File: src/rtl/pvrot_pkg.sv
// ----------------------------------------------------------------------------
// pvrot_pkg
// shared constants, arctangent table and stream widths for the rotate core
// ----------------------------------------------------------------------------
package pvrot_pkg;

    localparam int CORDIC_ITERATIONS = 24;
    localparam int MATRIX_FRAC_BITS  = 30;
    localparam int TRIG_FRAC         = 30;

    localparam logic [31:0] MAT_ONE  = 32'(64'd1 << MATRIX_FRAC_BITS);

    // commands carried in tuser
    localparam logic [1:0] CMD_WRITE   = 2'd0;
    localparam logic [1:0] CMD_READ    = 2'd1;
    localparam logic [1:0] CMD_PROJECT = 2'd2;
    localparam logic [1:0] CMD_ROTATE  = 2'd3;

    localparam int IN_TDATA_W  = 136;
    localparam int OUT_TDATA_W = 176;

    // arctangent table in phase units (2^32 per turn)
    function automatic logic [31:0] pvrot_atan(input logic [4:0] idx);
        logic [31:0] v;
        case (idx)
            5'd0:    v = 32'h20000000;
            5'd1:    v = 32'h12E4051E;
            5'd2:    v = 32'h09FB385B;
            5'd3:    v = 32'h051111D4;
            5'd4:    v = 32'h028B0D43;
            5'd5:    v = 32'h0145D7E1;
            5'd6:    v = 32'h00A2F61E;
            5'd7:    v = 32'h00517C55;
            5'd8:    v = 32'h0028BE53;
            5'd9:    v = 32'h00145F2F;
            5'd10:   v = 32'h000A2F98;
            5'd11:   v = 32'h000517CC;
            5'd12:   v = 32'h00028BE6;
            5'd13:   v = 32'h000145F3;
            5'd14:   v = 32'h0000A2FA;
            5'd15:   v = 32'h0000517D;
            5'd16:   v = 32'h000028BE;
            5'd17:   v = 32'h0000145F;
            5'd18:   v = 32'h00000A30;
            5'd19:   v = 32'h00000518;
            5'd20:   v = 32'h0000028C;
            5'd21:   v = 32'h00000146;
            5'd22:   v = 32'h000000A3;
            5'd23:   v = 32'h00000051;
            5'd24:   v = 32'h00000029;
            5'd25:   v = 32'h00000014;
            5'd26:   v = 32'h0000000A;
            5'd27:   v = 32'h00000005;
            5'd28:   v = 32'h00000003;
            5'd29:   v = 32'h00000001;
            default: v = 32'h00000000;
        endcase
        return v;
    endfunction

endpackage

File: src/rtl/pvrot_mul.sv
// ----------------------------------------------------------------------------
// pvrot_mul
// shared signed 32x32 multiplier with registered product
// ----------------------------------------------------------------------------
module pvrot_mul import pvrot_pkg::*; (
    input  logic               i_clk,
    input  logic signed [31:0] i_a,
    input  logic signed [31:0] i_b,
    output logic signed [63:0] o_p
);

    logic signed [63:0] r_p;

    always_ff @(posedge i_clk) begin
        r_p <= i_a * i_b;
    end

    assign o_p = r_p;

endmodule

File: config.mk
export PLATFORM = sky130hd
export DESIGN_NAME = pvrot_mul
export DESIGN_NICKNAME = d
export VERILOG_FILES = /design/src/rtl/pvrot_pkg.sv /design/src/rtl/pvrot_mul.sv
export SDC_FILE = /design/constraint.sdc
export NUM_CORES = 2
export LEC_CHECK = 0
export BUFFER_PORTS_ARGS = -buffer_cell sky130_fd_sc_hd__buf_2
export CORE_MARGIN = 2
export CORE_UTILIZATION = 50
export DETAILED_ROUTE_END_ITERATION = 6
export PLACE_DENSITY = 0.69
export SKIP_LAST_GASP = 1
export SLEW_MARGIN = 20
export SYNTH_ARGS = -nofsm -noshare
export SYNTH_HDL_FRONTEND = slang
export SYNTH_SLANG_ARGS = --single-unit
File: constraint.sdc
create_clock -name i_clk -period 7.7 [get_ports i_clk]
set_clock_uncertainty 0.15 [all_clocks]
set_input_delay 0.385 -clock i_clk [delete_from_list [all_inputs] [get_ports i_clk]]
set_output_delay 0.385 -clock i_clk [all_outputs]
set_load 0.005 [all_outputs]
# Word-level counts from Yosys, hierarchy flattened
# Cells that the tools add are included.
# Widths: inputs -> output; s select.
# totals
ff_bits	64
wordCells	2
inputBits	65
output_inout_bits	64
# classes
multipliers	1
# op_table
operator	n
$mul 32x32->64	1

# Longest topological paths before layout
# logic_depth
word_depth	1
depth_mapped	28
ltp_nobuf	27

# Worst setup path before layout
# Ideal clock, no wire load.
# synth_path
path_kind	input-to-reg
startpoint	in i_b[2]
endpoint	reg r_p[62] (netlist: o_p[62])
stages	24
t_required_ns	7.478
n_path_buf	1
setup_ns	0.072
t_arrival_ns	7.574
slack_ns	-0.096
cell_sequence	clkbuf_1 nand2_1 inv_1 fa_1 fa_1 fa_1 fa_1 inv_1 fa_1 inv_1 fa_1 inv_1 fa_1 inv_1 fa_1 ha_1 and3_1 nand2_1 or3_1 o22a_1 o211ai_1 a31oi_1 o31ai_1 xor2_1
# synth_via
elab_chain_cells	1
# synth_lines
element	line	rtl
start: declaration	pvrot_mul.sv:8	input logic signed [31:0] i_b,
$mul 32x32->64	pvrot_mul.sv:15	r_p <= i_a * i_b;
end signal: assignment	pvrot_mul.sv:15	
end: declaration	pvrot_mul.sv:12	logic signed [63:0] r_p;
# No other way between the ends.

# Final worst setup path
# layout_path
startpoint	in i_a[15]
endpoint	reg r_p[61] (netlist: o_p[61])
# layout_via
elab_chain_cells	1
# layout_lines
element	line	rtl
start: declaration	pvrot_mul.sv:7	input logic signed [31:0] i_a,
$mul 32x32->64	pvrot_mul.sv:15	
# No other way between the ends.

==> impl_metrics.tcl <==
set metrics [dict create \
    core_um2 74070 \
    syn_area_per_cell_um2 9.589 \
    whs_endpoint "o_p[0]" \
    cts_made_buffers 9 \
    syn-cell-area_um2 37240 \
    first_pass_iters 5 \
    drt_iter0_drc 1423 \
    cts_tree "built" \
    synth-async-reset-ratio_pct 0 \
    synthesis.nets 5215 \
    track_usage_pct 26.91 \
    io_buffer_count 128 \
    num_rows 100 \
    min_period_ps 7517 \
    required_ps 7870 \
    gp_congestion 0.8974 \
    largest_register_ffs 64 \
    path_max_fanout 12 \
    synth_cells 3884 \
    via_count 26730 \
    nNetsFinal 5574 \
    ys.flop_type "dfxtp_1" \
    hold_depth 2 \
    layout.filler_cells 6384 \
    start_util_pct 50.28 \
    fin_crit_sh_pct 97.62 \
    die_w_um 276.9 \
    multi_input_area_um2 31790 \
    critPathKind "in2reg" \
    synth-edff-count 0 \
    grt_pass1_wl_um 159500 \
    startpoint_type "input port" \
    die_h_um 276.9 \
    dp_hpwl_um 86160 \
    final_area_um2 42500 \
    vias_per_cell 5.120 \
    synth_warnings 0 \
    antenna_found_initial 11 \
    cts.sinks 64 \
    routed_wl_um 96730 \
    worstMarginPinSlew_ps 526.2 \
    cap_viol_max_count 0 \
    cts_buffer_depth 2 \
    timing.slew.headroom_pct 64.88 \
    grt_max_degree 33 \
    status "finished clean" \
    rsz0062_at_grt "yes" \
    post-route-drc-count 0 \
    io_pins 129 \
    syn_to_final_growth_pct 14.13 \
    ys_ff_latch 64 \
    final_hold_viol_count 0 \
    critical_path_arrival_ps 7690 \
    dpl_cell_area_um2 41980 \
    grt_remaining_overflow 0 \
    cts_root_buffer "clkbuf_16" \
    ys_seq_area_share_pct 3.440 \
    clock.fmax_ghz 0.1330 \
    min_from "i_b[0]" \
    fin_util_pct 57.38 \
    regArea_um2 1281 \
    cp-end-kind "flop" \
    ant_nets 0 \
    synth.distinct_cells 63 \
    first_global_vias 29800 \
    worstHoldPathType "in2reg" \
    maxSlewViolCount 0 \
    setup_violations 0 \
    clk_pin_slew_worst_paths_ps 70 \
    fp.dieArea_um2 76680 \
    post_drt_wl_per_cell_um 18.53 \
    h-tree-depth 3 \
    cts_hold_buffers 0 \
    drive_gt1_share_pct 14.46 \
]
synth_stat cells (all sizes together), types with 2 or more instances:
| master | count | area (um^2) |
|---|---|---|
| a2111oi | 2 | 25.02 |
| a211oi | 8 | 87.59 |
| a21boi | 3 | 22.52 |
| a21o | 25 | 190.2 |
| a21oi | 68 | 340.3 |
| a31oi | 13 | 96.34 |
| and2 | 516 | 3228 |
| and3 | 9 | 62.56 |
| and4 | 4 | 37.54 |
| buf | 5 | 22.52 |
| clkbuf | 195 | 732.0 |
| dfxtp | 64 | 1281 |
| fa | 1082 | 21660 |
| ha | 184 | 2302 |
| inv | 952 | 3573 |
| nand2 | 511 | 1918 |
| nand2b | 9 | 56.30 |
| nand3 | 15 | 75.07 |
| nand3b | 2 | 18.77 |
| nand4 | 7 | 43.79 |
| nor2 | 42 | 157.7 |
| nor2b | 3 | 18.77 |
| nor3 | 7 | 40.04 |
| nor4 | 2 | 18.77 |
| o211ai | 3 | 22.52 |
| o21a | 4 | 30.03 |
| o21ai | 31 | 162.7 |
| o21bai | 15 | 112.6 |
| o22a | 2 | 17.52 |
| o31a | 2 | 18.77 |
| o31ai | 7 | 66.31 |
| or3 | 5 | 32.53 |
| xnor2 | 53 | 464.2 |
| xor2 | 22 | 192.7 |
layout by cell type (no fill, tap or decap), drive strengths merged, types with 3 or more instances in the layout:
cell type	count
a31oi	13
xor2	22
a21boi	3
a21o	25
ha	184
nor2b	3
nor3	7
o21bai	15
a211oi	8
nand2	511
and3	9
or3	5
o21a	4
fa	1082
diode	5
inv	952
a21oi	68
and4	4
and2	516
o211ai	3
nand2b	9
buf	533
nor2	42
o21ai	31
dfxtp	64
clkbuf	27
xnor2	53
nand4	7
nand3	15
o31ai	7
cells by family after synthesis:
| family | after synthesis | synth area share [%] |
|---|---|---|
| buffers and inverters | 1152 | 11.62 |
| AND/OR/NAND/NOR | 1134 | 15.37 |
| XOR/XNOR | 75 | 1.764 |
| adder cells (fa/ha/maj) | 1266 | 64.34 |
| flip-flops | 64 | 3.440 |
| AO/OA/AOI/OAI | 193 | 3.464 |
critical path, cell delays in order:
cell      delay [ps]
buf_2            280
buf_4            290
nand2_1          100
fa_1             570
inv_1             80
fa_1             490
fa_1             620
fa_1             480
fa_1             560
fa_1             440
fa_1             540
fa_1             430
ha_1             380
a21oi_1          290
o21bai_1         100
a21oi_1          240
nor2_1           100
nor4b_2          270
o41a_2           190
o21ai_2           80
a221o_1          420
a31oi_2          220
xnor2_1          130
final cells by class:
type                    instances  area share (%)
clock inverters                 3         0.04121
diodes                          5         0.02944
well taps                     969           2.853
repair buffers                548           10.26
clock buffers                  12          0.6035
multi-input cells            2668           74.79
inverters                     952           8.407
flip-flops and latches         64           3.014
metal layers:
layer / wire [um] / GRT usage (%) / up-vias / share of wire, %
met5: 101 / 0 / - / 0.10
met4: 4081 / 10.34 / 14 / 4.2
met3: 6011 / 5.028 / 196 / 6.2
met2: 48480 / 45.82 / 812 / 50
met1: 38060 / 34.21 / 13920 / 39
li1: - / - / 11780 / -
stage by stage:
step / setup TNS [ps] / cells / setup slack, ps / hold WS (ps)
floorplan: 0 / 3884 / 18.27 / 362.3
global placement: -5504 / 5200 / -553.7 / 612.0
detailed placement: -7010 / 5200 / -659.6 / 609.0
CTS: 0 / 5215 / 26.58 / 356.1
global route: -59.85 / 5219 / -49.06 / 292.6
finish: 0 / 5221 / 183.1 / 290.8
timing repair:
| action | in CTS | in global routing |
|---|---|---|
| pin swaps | 2 | 12 |
| setup endpoints to repair | 5 | 21 |
| gates resized for setup | 6 | 64 |
| buffers inserted | 0 | 1 |
how the worst max path moves through the flow:
stage	end	cells after the start	slack [ps]	startpoint
after detailed placement	o_p[60]	30	-660	i_b[8]
final	o_p[61]	23	180	i_a[15]
after global routing	o_p[60]	29	-50	i_a[14]
after global placement	o_p[60]	27	-550	i_b[2]
after floorplan	o_p[62]	24	20	i_b[2]
after CTS	o_p[63]	29	30	i_a[7]
Power is left out: the tool's default activity adds up to more than one toggle a clock period on the data nets, which glitch-free logic cannot reach.
