File: src/rtl/pvrot_pkg.sv
// ----------------------------------------------------------------------------
// pvrot_pkg
// shared constants, arctangent table and stream widths for the rotate core
// ----------------------------------------------------------------------------
package pvrot_pkg;

    localparam int CORDIC_ITERATIONS = 24;
    localparam int MATRIX_FRAC_BITS  = 30;
    localparam int TRIG_FRAC         = 30;

    localparam logic [31:0] MAT_ONE  = 32'(64'd1 << MATRIX_FRAC_BITS);

    // commands carried in tuser
    localparam logic [1:0] CMD_WRITE   = 2'd0;
    localparam logic [1:0] CMD_READ    = 2'd1;
    localparam logic [1:0] CMD_PROJECT = 2'd2;
    localparam logic [1:0] CMD_ROTATE  = 2'd3;

    localparam int IN_TDATA_W  = 136;
    localparam int OUT_TDATA_W = 176;

    // arctangent table in phase units (2^32 per turn)
    function automatic logic [31:0] pvrot_atan(input logic [4:0] idx);
        logic [31:0] v;
        case (idx)
            5'd0:    v = 32'h20000000;
            5'd1:    v = 32'h12E4051E;
            5'd2:    v = 32'h09FB385B;
            5'd3:    v = 32'h051111D4;
            5'd4:    v = 32'h028B0D43;
            5'd5:    v = 32'h0145D7E1;
            5'd6:    v = 32'h00A2F61E;
            5'd7:    v = 32'h00517C55;
            5'd8:    v = 32'h0028BE53;
            5'd9:    v = 32'h00145F2F;
            5'd10:   v = 32'h000A2F98;
            5'd11:   v = 32'h000517CC;
            5'd12:   v = 32'h00028BE6;
            5'd13:   v = 32'h000145F3;
            5'd14:   v = 32'h0000A2FA;
            5'd15:   v = 32'h0000517D;
            5'd16:   v = 32'h000028BE;
            5'd17:   v = 32'h0000145F;
            5'd18:   v = 32'h00000A30;
            5'd19:   v = 32'h00000518;
            5'd20:   v = 32'h0000028C;
            5'd21:   v = 32'h00000146;
            5'd22:   v = 32'h000000A3;
            5'd23:   v = 32'h00000051;
            5'd24:   v = 32'h00000029;
            5'd25:   v = 32'h00000014;
            5'd26:   v = 32'h0000000A;
            5'd27:   v = 32'h00000005;
            5'd28:   v = 32'h00000003;
            5'd29:   v = 32'h00000001;
            default: v = 32'h00000000;
        endcase
        return v;
    endfunction

endpackage

File: src/rtl/pvrot_cordic.sv
// ----------------------------------------------------------------------------
// pvrot_cordic
// iterative cordic, one rotation step per cycle, gives cos and sin of an angle
// ----------------------------------------------------------------------------
module pvrot_cordic import pvrot_pkg::*; (
    input  logic               i_clk,
    input  logic               i_rst_n,
    input  logic               i_start,
    input  logic signed [15:0] i_angle,
    output logic               o_done,
    output logic signed [31:0] o_cos,
    output logic signed [31:0] o_sin
);

    logic               r_busy, n_busy;
    logic               r_done, n_done;
    logic [4:0]         r_it, n_it;
    logic               r_flip, n_flip;
    logic signed [33:0] r_x, n_x, r_y, n_y, r_z, n_z;

    logic [16:0]        mag;
    logic [17:0]        tq;
    logic [1:0]         q;
    logic signed [33:0] pm, ps, pw, pr;
    logic               flip;
    logic signed [33:0] xs, ys, at;

    // phase = round(angle * 2^31 / 32767); 2^31 = 32767*65538 + 2
    always_comb begin
        mag = i_angle[15] ? (17'd0 - {1'b1, i_angle}) : {1'b0, i_angle};
        tq  = {mag, 1'b0} + 18'd16383;
        q   = 2'(tq >= 18'd32767) + 2'(tq >= 18'd65534);
        pm  = (34'(mag) << 16) + (34'(mag) << 1) + 34'(q);
        ps  = i_angle[15] ? -pm : pm;
        pw  = (ps < -34'sd2147483648) ? ps + 34'sd4294967296 : ps;
        flip = 1'b0;
        pr   = pw;
        if (pw > 34'sd1073741824) begin
            pr   = pw - 34'sd2147483648;
            flip = 1'b1;
        end else if (pw < -34'sd1073741824) begin
            pr   = pw + 34'sd2147483648;
            flip = 1'b1;
        end
    end

    assign xs = r_x >>> r_it;
    assign ys = r_y >>> r_it;
    assign at = 34'(pvrot_atan(r_it));

    always_comb begin
        n_busy = r_busy;
        n_done = 1'b0;
        n_it   = r_it;
        n_flip = r_flip;
        n_x    = r_x;
        n_y    = r_y;
        n_z    = r_z;
        if (i_start) begin
            n_busy = 1'b1;
            n_it   = 5'd0;
            n_flip = flip;
            n_x    = 34'sh026DD3B6A;
            n_y    = 34'sd0;
            n_z    = pr;
        end else if (r_busy) begin
            if (!r_z[33]) begin
                n_x = r_x - ys;
                n_y = r_y + xs;
                n_z = r_z - at;
            end else begin
                n_x = r_x + ys;
                n_y = r_y - xs;
                n_z = r_z + at;
            end
            n_it = r_it + 5'd1;
            if (r_it == 5'(CORDIC_ITERATIONS - 1)) begin
                n_busy = 1'b0;
                n_done = 1'b1;
            end
        end
    end

    always_ff @(posedge i_clk) begin
        if (!i_rst_n) begin
            r_busy <= 1'b0;
            r_done <= 1'b0;
        end else begin
            r_busy <= n_busy;
            r_done <= n_done;
        end
        r_it   <= n_it;
        r_flip <= n_flip;
        r_x    <= n_x;
        r_y    <= n_y;
        r_z    <= n_z;
    end

    assign o_done = r_done;
    assign o_cos  = r_flip ? 32'(-r_x) : 32'(r_x);
    assign o_sin  = r_flip ? 32'(-r_y) : 32'(r_y);

endmodule

File: config.mk
export PLATFORM = sky130hd
export DESIGN_NAME = pvrot_cordic
export DESIGN_NICKNAME = d
export VERILOG_FILES = /design/src/rtl/pvrot_pkg.sv /design/src/rtl/pvrot_cordic.sv
export SDC_FILE = /design/constraint.sdc
export NUM_CORES = 1
export LEC_CHECK = 0
export BUFFER_PORTS_ARGS = -buffer_cell sky130_fd_sc_hd__buf_2
export CELL_PAD_IN_SITES_DETAIL_PLACEMENT = 1
export CELL_PAD_IN_SITES_GLOBAL_PLACEMENT = 1
export CORE_ASPECT_RATIO = 0.9
export CORE_MARGIN = 1.5
export CORE_UTILIZATION = 49
export CTS_CLUSTER_DIAMETER = 40
export DETAILED_ROUTE_END_ITERATION = 12
export PLACE_DENSITY_LB_ADDON = 0.2
export SYNTH_ARGS = -nofsm -noshare
export SYNTH_HDL_FRONTEND = slang
export SYNTH_SLANG_ARGS = --single-unit
File: constraint.sdc
create_clock -name i_clk -period 9.3 [get_ports i_clk]
set_input_delay 2.325 -clock i_clk [delete_from_list [all_inputs] [get_ports i_clk]]
set_output_delay 2.325 -clock i_clk [all_outputs]
set_load 0.01 [all_outputs]
# Word level (Yosys, flattened, before mapping)
# Memory sizes are Yosys's and may differ from the RTL's. A register that Yosys moved wholly into a read port is not among the register bits.
# Index checks and enable logic that the tools add are counted.
# classes
shift	2
n_mux	19
bitwise_logic	2
n_addsub	18
magnitude_cmp	5
n_eq_ne	1
n_reduce_logical	2
# ops
operator	n
$mux 34	9
$add 34x34->34	2
$sshr 34x5->34	2
$sub 34x34->34	2
$mux 32	2
$neg 32->32	2
$add 33x18->34	1
$add 34x2->34	1
$add 34x33->34	1
$add 34x33->34 const B	1
$add 34x34->34 const B	1
$gt 34x32->1 const B	1
$lt 34x31->1 const B	1
$lt 34x32->1 const B	1
$neg 34->34	1
$sub 34x33->34	1
$sub 34x33->34 const B	1
$add 18x14->18 const B	1
$ge 18x15->1 const B	1
$ge 18x16->1 const B	1
$mux 17	1
$sub 1x17->17 const A	1
$mux 5	2
$add 5x1->5 const B	1
other kinds (6)	11
# totals
elab_cells	57
out_inout_bits	65
reg_bits	110
memories	1
mem_bits_ro	960
inputBits	19
# memory_table
memory	depth	word_bits	rd	rd_ports_with_merged_regs	wr	line_no	text
(name not given)	32	30	1	1	0	pvrot_pkg.sv:25	case (idx)

# Logic depth before layout (Yosys ltp)
# logic_depth
ltp_word	14
depth_mapped	31

# Least setup slack after synthesis
# OpenSTA, ideal clock, no wires.
# synth_timing
path_type	in2reg
from	input i_angle[0]
to	register r_z[32] (data pin)
stages	26
t_arrival_ns	8.156
path_slack_ns	0.885
required_time_ns	9.040
path_cell_list	inv_1 > ha_1 > or4b_4 > o21ai_0 > xor2_1 > nand3_1 > or3_1 > nor2_1 > and3_1 > o211ai_1 > o21ai_0 > o2111ai_1 > o31ai_1 > ha_1 > ha_1 > nand2_1 > or4_1 > a2111o_1 > a22o_2 > or4b_4 > o41a_1 > nor2b_1 > a21oi_1 > ha_1 > a31oi_1 > a21oi_1
# synth_via
elab_chain_len	14
word_cells_on_any_way	20
# synth_lines
element	line_no	text
start: declaration	pvrot_cordic.sv:9	input logic signed [15:0] i_angle,
$sub 1x17->17	pvrot_cordic.sv:30	mag = i_angle[15] ? (17'd0 - {1'b1, i_angle}) : {1'b0, i_angle};
$mux 17 (*)	pvrot_cordic.sv:30	
$add 18x14->18	pvrot_cordic.sv:31	tq = {mag, 1'b0} + 18'd16383;
$ge 18x15->1 or $ge 18x16->1 (tied branches)	pvrot_cordic.sv:32	q = 2'(tq >= 18'd32767) + 2'(tq >= 18'd65534);
$add 1x1->2	pvrot_cordic.sv:32	
$add 34x2->34 (*)	pvrot_cordic.sv:33	pm = (34'(mag) << 16) + (34'(mag) << 1) + 34'(q);
$neg 34->34	pvrot_cordic.sv:34	ps = i_angle[15] ? -pm : pm;
$mux 34 (*)	pvrot_cordic.sv:34	
$add 34x34->34 or $lt 34x32->1 (tied branches)	pvrot_cordic.sv:35	pw = (ps < -34'sd2147483648) ? ps + 34'sd4294967296 : ps;
$mux 34 (*)	pvrot_cordic.sv:35	
$add 34x33->34 or $lt 34x31->1 (tied branches)	pvrot_cordic.sv:42, pvrot_cordic.sv:41	
$mux 34	pvrot_cordic.sv:41	end else if (pw < -34'sd1073741824) begin
$mux 34 (*)	pvrot_cordic.sv:38	if (pw > 34'sd1073741824) begin
$mux 34 (*)	pvrot_cordic.sv:59	if (i_start) begin
via n_z[32]	pvrot_cordic.sv:19	logic signed [33:0] r_x, n_x, r_y, n_y, r_z, n_z;
end signal: assignment	pvrot_cordic.sv:96	r_z <= n_z;
end: declaration	pvrot_cordic.sv:19	
# The timed path passes the listed nets; every way through them passes the cells marked *.
# A chain may end at the register's enable or synchronous reset.

# Worst setup path in the final report
# Same ends and word-level chain as after synthesis.

==> impl_metrics.toml <==
[outcome]
outcome = "complete, no violations"

[power]
p_switching_w = 0.004222
p_leak_nw = 8.664
powerDensity_nw_per_um2 = 379.4
power.share.sequential_pct = 15.4
pwr-share-clk_pct = 8.9
ir_worst_vdd_v = 0.0002306
power.internal_w = 0.003898
swShare_pct = 51.99
pwr-share-comb_pct = 75.7

[yosys]
yosysTopAreaCell = "dfxtp_1"
postSynthAreaPerCell_um2 = 8.040
synth-xor-area-share_pct = 13.42
yosysWarnings = 0
seq_area_frac_synth_pct = 15.66
synth-compound-area-share_pct = 24.97
synth_cell_types = 105
synth_area_leaders = "dfxtp_1 10%, xnor2_1 9.0%, mux4_2 7.6%"
synth_top_cell_area_share_pct = 10.44
synth_top_family_by_area = "compound AO/OA/AOI/OAI gates"
syn-cell-area_um2 = 20130
synth_fp_nets = 2648
async_reset_ff_share_pct = 0
synth_ff_type = "dfxtp_1"
synth-seq-cells = 140
synth-edff-count = 35
synthCells = 2504
synth_fa_ha_area_share_pct = 7.881
synth.mux.area_fraction_pct = 14.61
synth-simple-area-share_pct = 18.33

[timing]
max_freq_mhz = 114.7
tightest_slew_ps = 1078
finClkSkew_ps = 11.05
finalMaxSlewViolations = 0
relSlewSlack_pct = 27.13
finalCritPeriodShare_pct = 93.73
setup_ws_ps = 583.4
setup_violations = 0
rsz0062_at_grt = "no"
hold_viol = 0
finalCriticalPeriod_ps = 8717
setup-tns-final_ps = 0

[setup_path]
arrival_ps = 8940
max_stage_delay_ps = 540
cp_top_family = "simple AND/OR/NAND/NOR gates"
crit_buf_inv = 2
cp_data_required_time_ps = 9520
rr_startpoint = "r_it[0]$_SDFFE_PP0P_"
cp_max_fo = 5
path_class = "in2reg"
critPathLaunchType = "input pin"
path_common_cell = "ha_1"
crit_path_end_kind = "flip-flop"
cp_slowest_cell = "or4b_4"
critPathLaunch = "i_angle[0]"

[cts]
post_cts_buffers = 0
path_clk_slew_ps = 70
cts_tree = "done"
cts_made_buffers = 17
cts_buffer_depth = 2
cts_sinks = 140
ctsResizeCount = 0
worstSkewPairLatency_ps = 480
holdBufCountCts = 0
cts_root_buffer = "clkbuf_16"
htreeDepth = 4

[global_routing]
grt_first_pass_wirelength_um = 113000
grt.overflow.total = 0
first_global_vias = 19980
grt_usage_pct = 33.65
grt_max_degree = 75
antenna_found_initial = 1

[flow_run]
cap_violations = 0

[finish]
nNetsFinal = 2628
post-route-util_pct = 52.77
syn_to_final_growth_pct = 6.302
antenna_cells = 0
fin_cells = 3037
drive_gt1_share_pct = 12.82
fin_area_um2 = 21400

[route]
ant_nets = 0
via_per_inst = 6.586
drt-pass1-iter-count = 5
drc = 0
drt_wl_total_um = 71270
drt_iter0_markers = 1601
routedWlPerCell_um = 23.47
vias = 20000

[placed_design]
portBuffers = 83
postPlaceCellArea_um2 = 20810
dp_cells = 3005
dp_hpwl_um = 53550
place_ws_ps = 156.0
gp_congestion = 0.9633

[floorplanning]
die_area_um2 = 42310
start_util_pct = 49.65
io_pins = 84
num_rows = 70
core_area_um2 = 40550
die_w_um = 216.7
fp.dieH_um = 195.3

[worst_hold_path]
hold_class = "reg2reg"
hp-start = "r_y[0]$_SDFFE_PP0P_"
-- final timing paths --
kind	slack [ps]	to	cells after the start
worst max register to register	1480	r_x[32]$_SDFFE_PP0P_	21
worst min register to register	540	r_y[0]$_SDFFE_PP0P_	2
worst min-delay path	540	r_y[0]$_SDFFE_PP0P_	2
worst max-delay path	580	r_z[32]$_DFFE_PP_	27
-- worst min-delay path, stage by stage, from the launching register on --
cell and delay (ps):
dfxtp_1 350, nor2_1 100, a211oi_1 50
-- metrics by stage --
| step | hold WS (ps) | power (W) |
|---|---|---|
| after floorplan | 478.1 | 0.005770 |
| after global placement | 533.9 | 0.007083 |
| after detailed placement | 551.9 | 0.007262 |
| after CTS | 557.3 | 0.008078 |
| after global routing | 585.8 | 0.008783 |
| final | 544.7 | 0.008120 |
-- cell usage after synthesis (all sizes together), types with 13 or more instances --
cell type,number
nor4,15
o21bai,26
a31oi,33
and3,24
o211ai,29
nor3,56
o41ai,19
and2,20
nand2b,36
nand3,42
nor2b,23
o31ai,34
ha,122
or4,13
edfxtp,35
nor2,230
buf,61
or2,19
mux2i,66
nand2,191
a21o,55
xor2,96
xnor2,209
a21oi,215
mux2,28
o21a,29
dfxtp,105
a22o,19
nand4,18
inv,67
mux4,84
or3,24
clkbuf,105
a211oi,27
o21ai,168
-- cell families after synthesis --
family | count (synthesis)
xor+xnor | 306
fa+ha+maj | 125
mux | 178
other cells | 1
simple gates | 753
buf+inv | 237
flops | 140
compound gates | 764
-- registers in the layout, indices dropped and copies added, names as in the netlist --
signal	count
r_z	34
r_x	34
at	30
r_y	34
r_flip	1
o_done	1
r_it	5
r_busy	1
-- final cells by class --
type	instances	area, µm²
clock buffer	17	425.4
clock inverter	15	167.7
fill	4972	19150
inverter	71	266.5
multi-input combinational	2127	15960
sequential	140	3162
tap	540	675.6
timing repair buffer	127	748.2
-- metal layers --
metal	track usage (%)	wire length, µm
met1	42.28	30200
met2	59.56	35860
met3	4.206	3324
met4	10.83	1885
met5	0	9
-- cell usage in the layout (no fill, tap or decap), types with 65 or more instances in the layout --
cell / synthesis / routed
dfxtp_1: 105 / 100
buf_2: 29 / 82
mux4_2: 68 / 68
xor2_1: 96 / 96
nor2_1: 230 / 228
ha_1: 122 / 122
o21ai_0: 162 / 162
mux2i_1: 65 / 65
a21oi_1: 215 / 215
inv_1: 66 / 66
xnor2_1: 208 / 208
nand2_1: 191 / 191
-- power groups by stage --
stage          combinational, W  sequential [W]  clock [W]
2_1_floorplan           0.00477         0.00100          0
3_3_place_gp            0.00585         0.00123          0
3_5_place_dp            0.00602         0.00124          0
4_1_cts                 0.00611         0.00124   0.000732
5_1_grt                 0.00675         0.00128   0.000755
6_report                0.00615         0.00125   0.000723
Power figures use the tool's default switching activity.
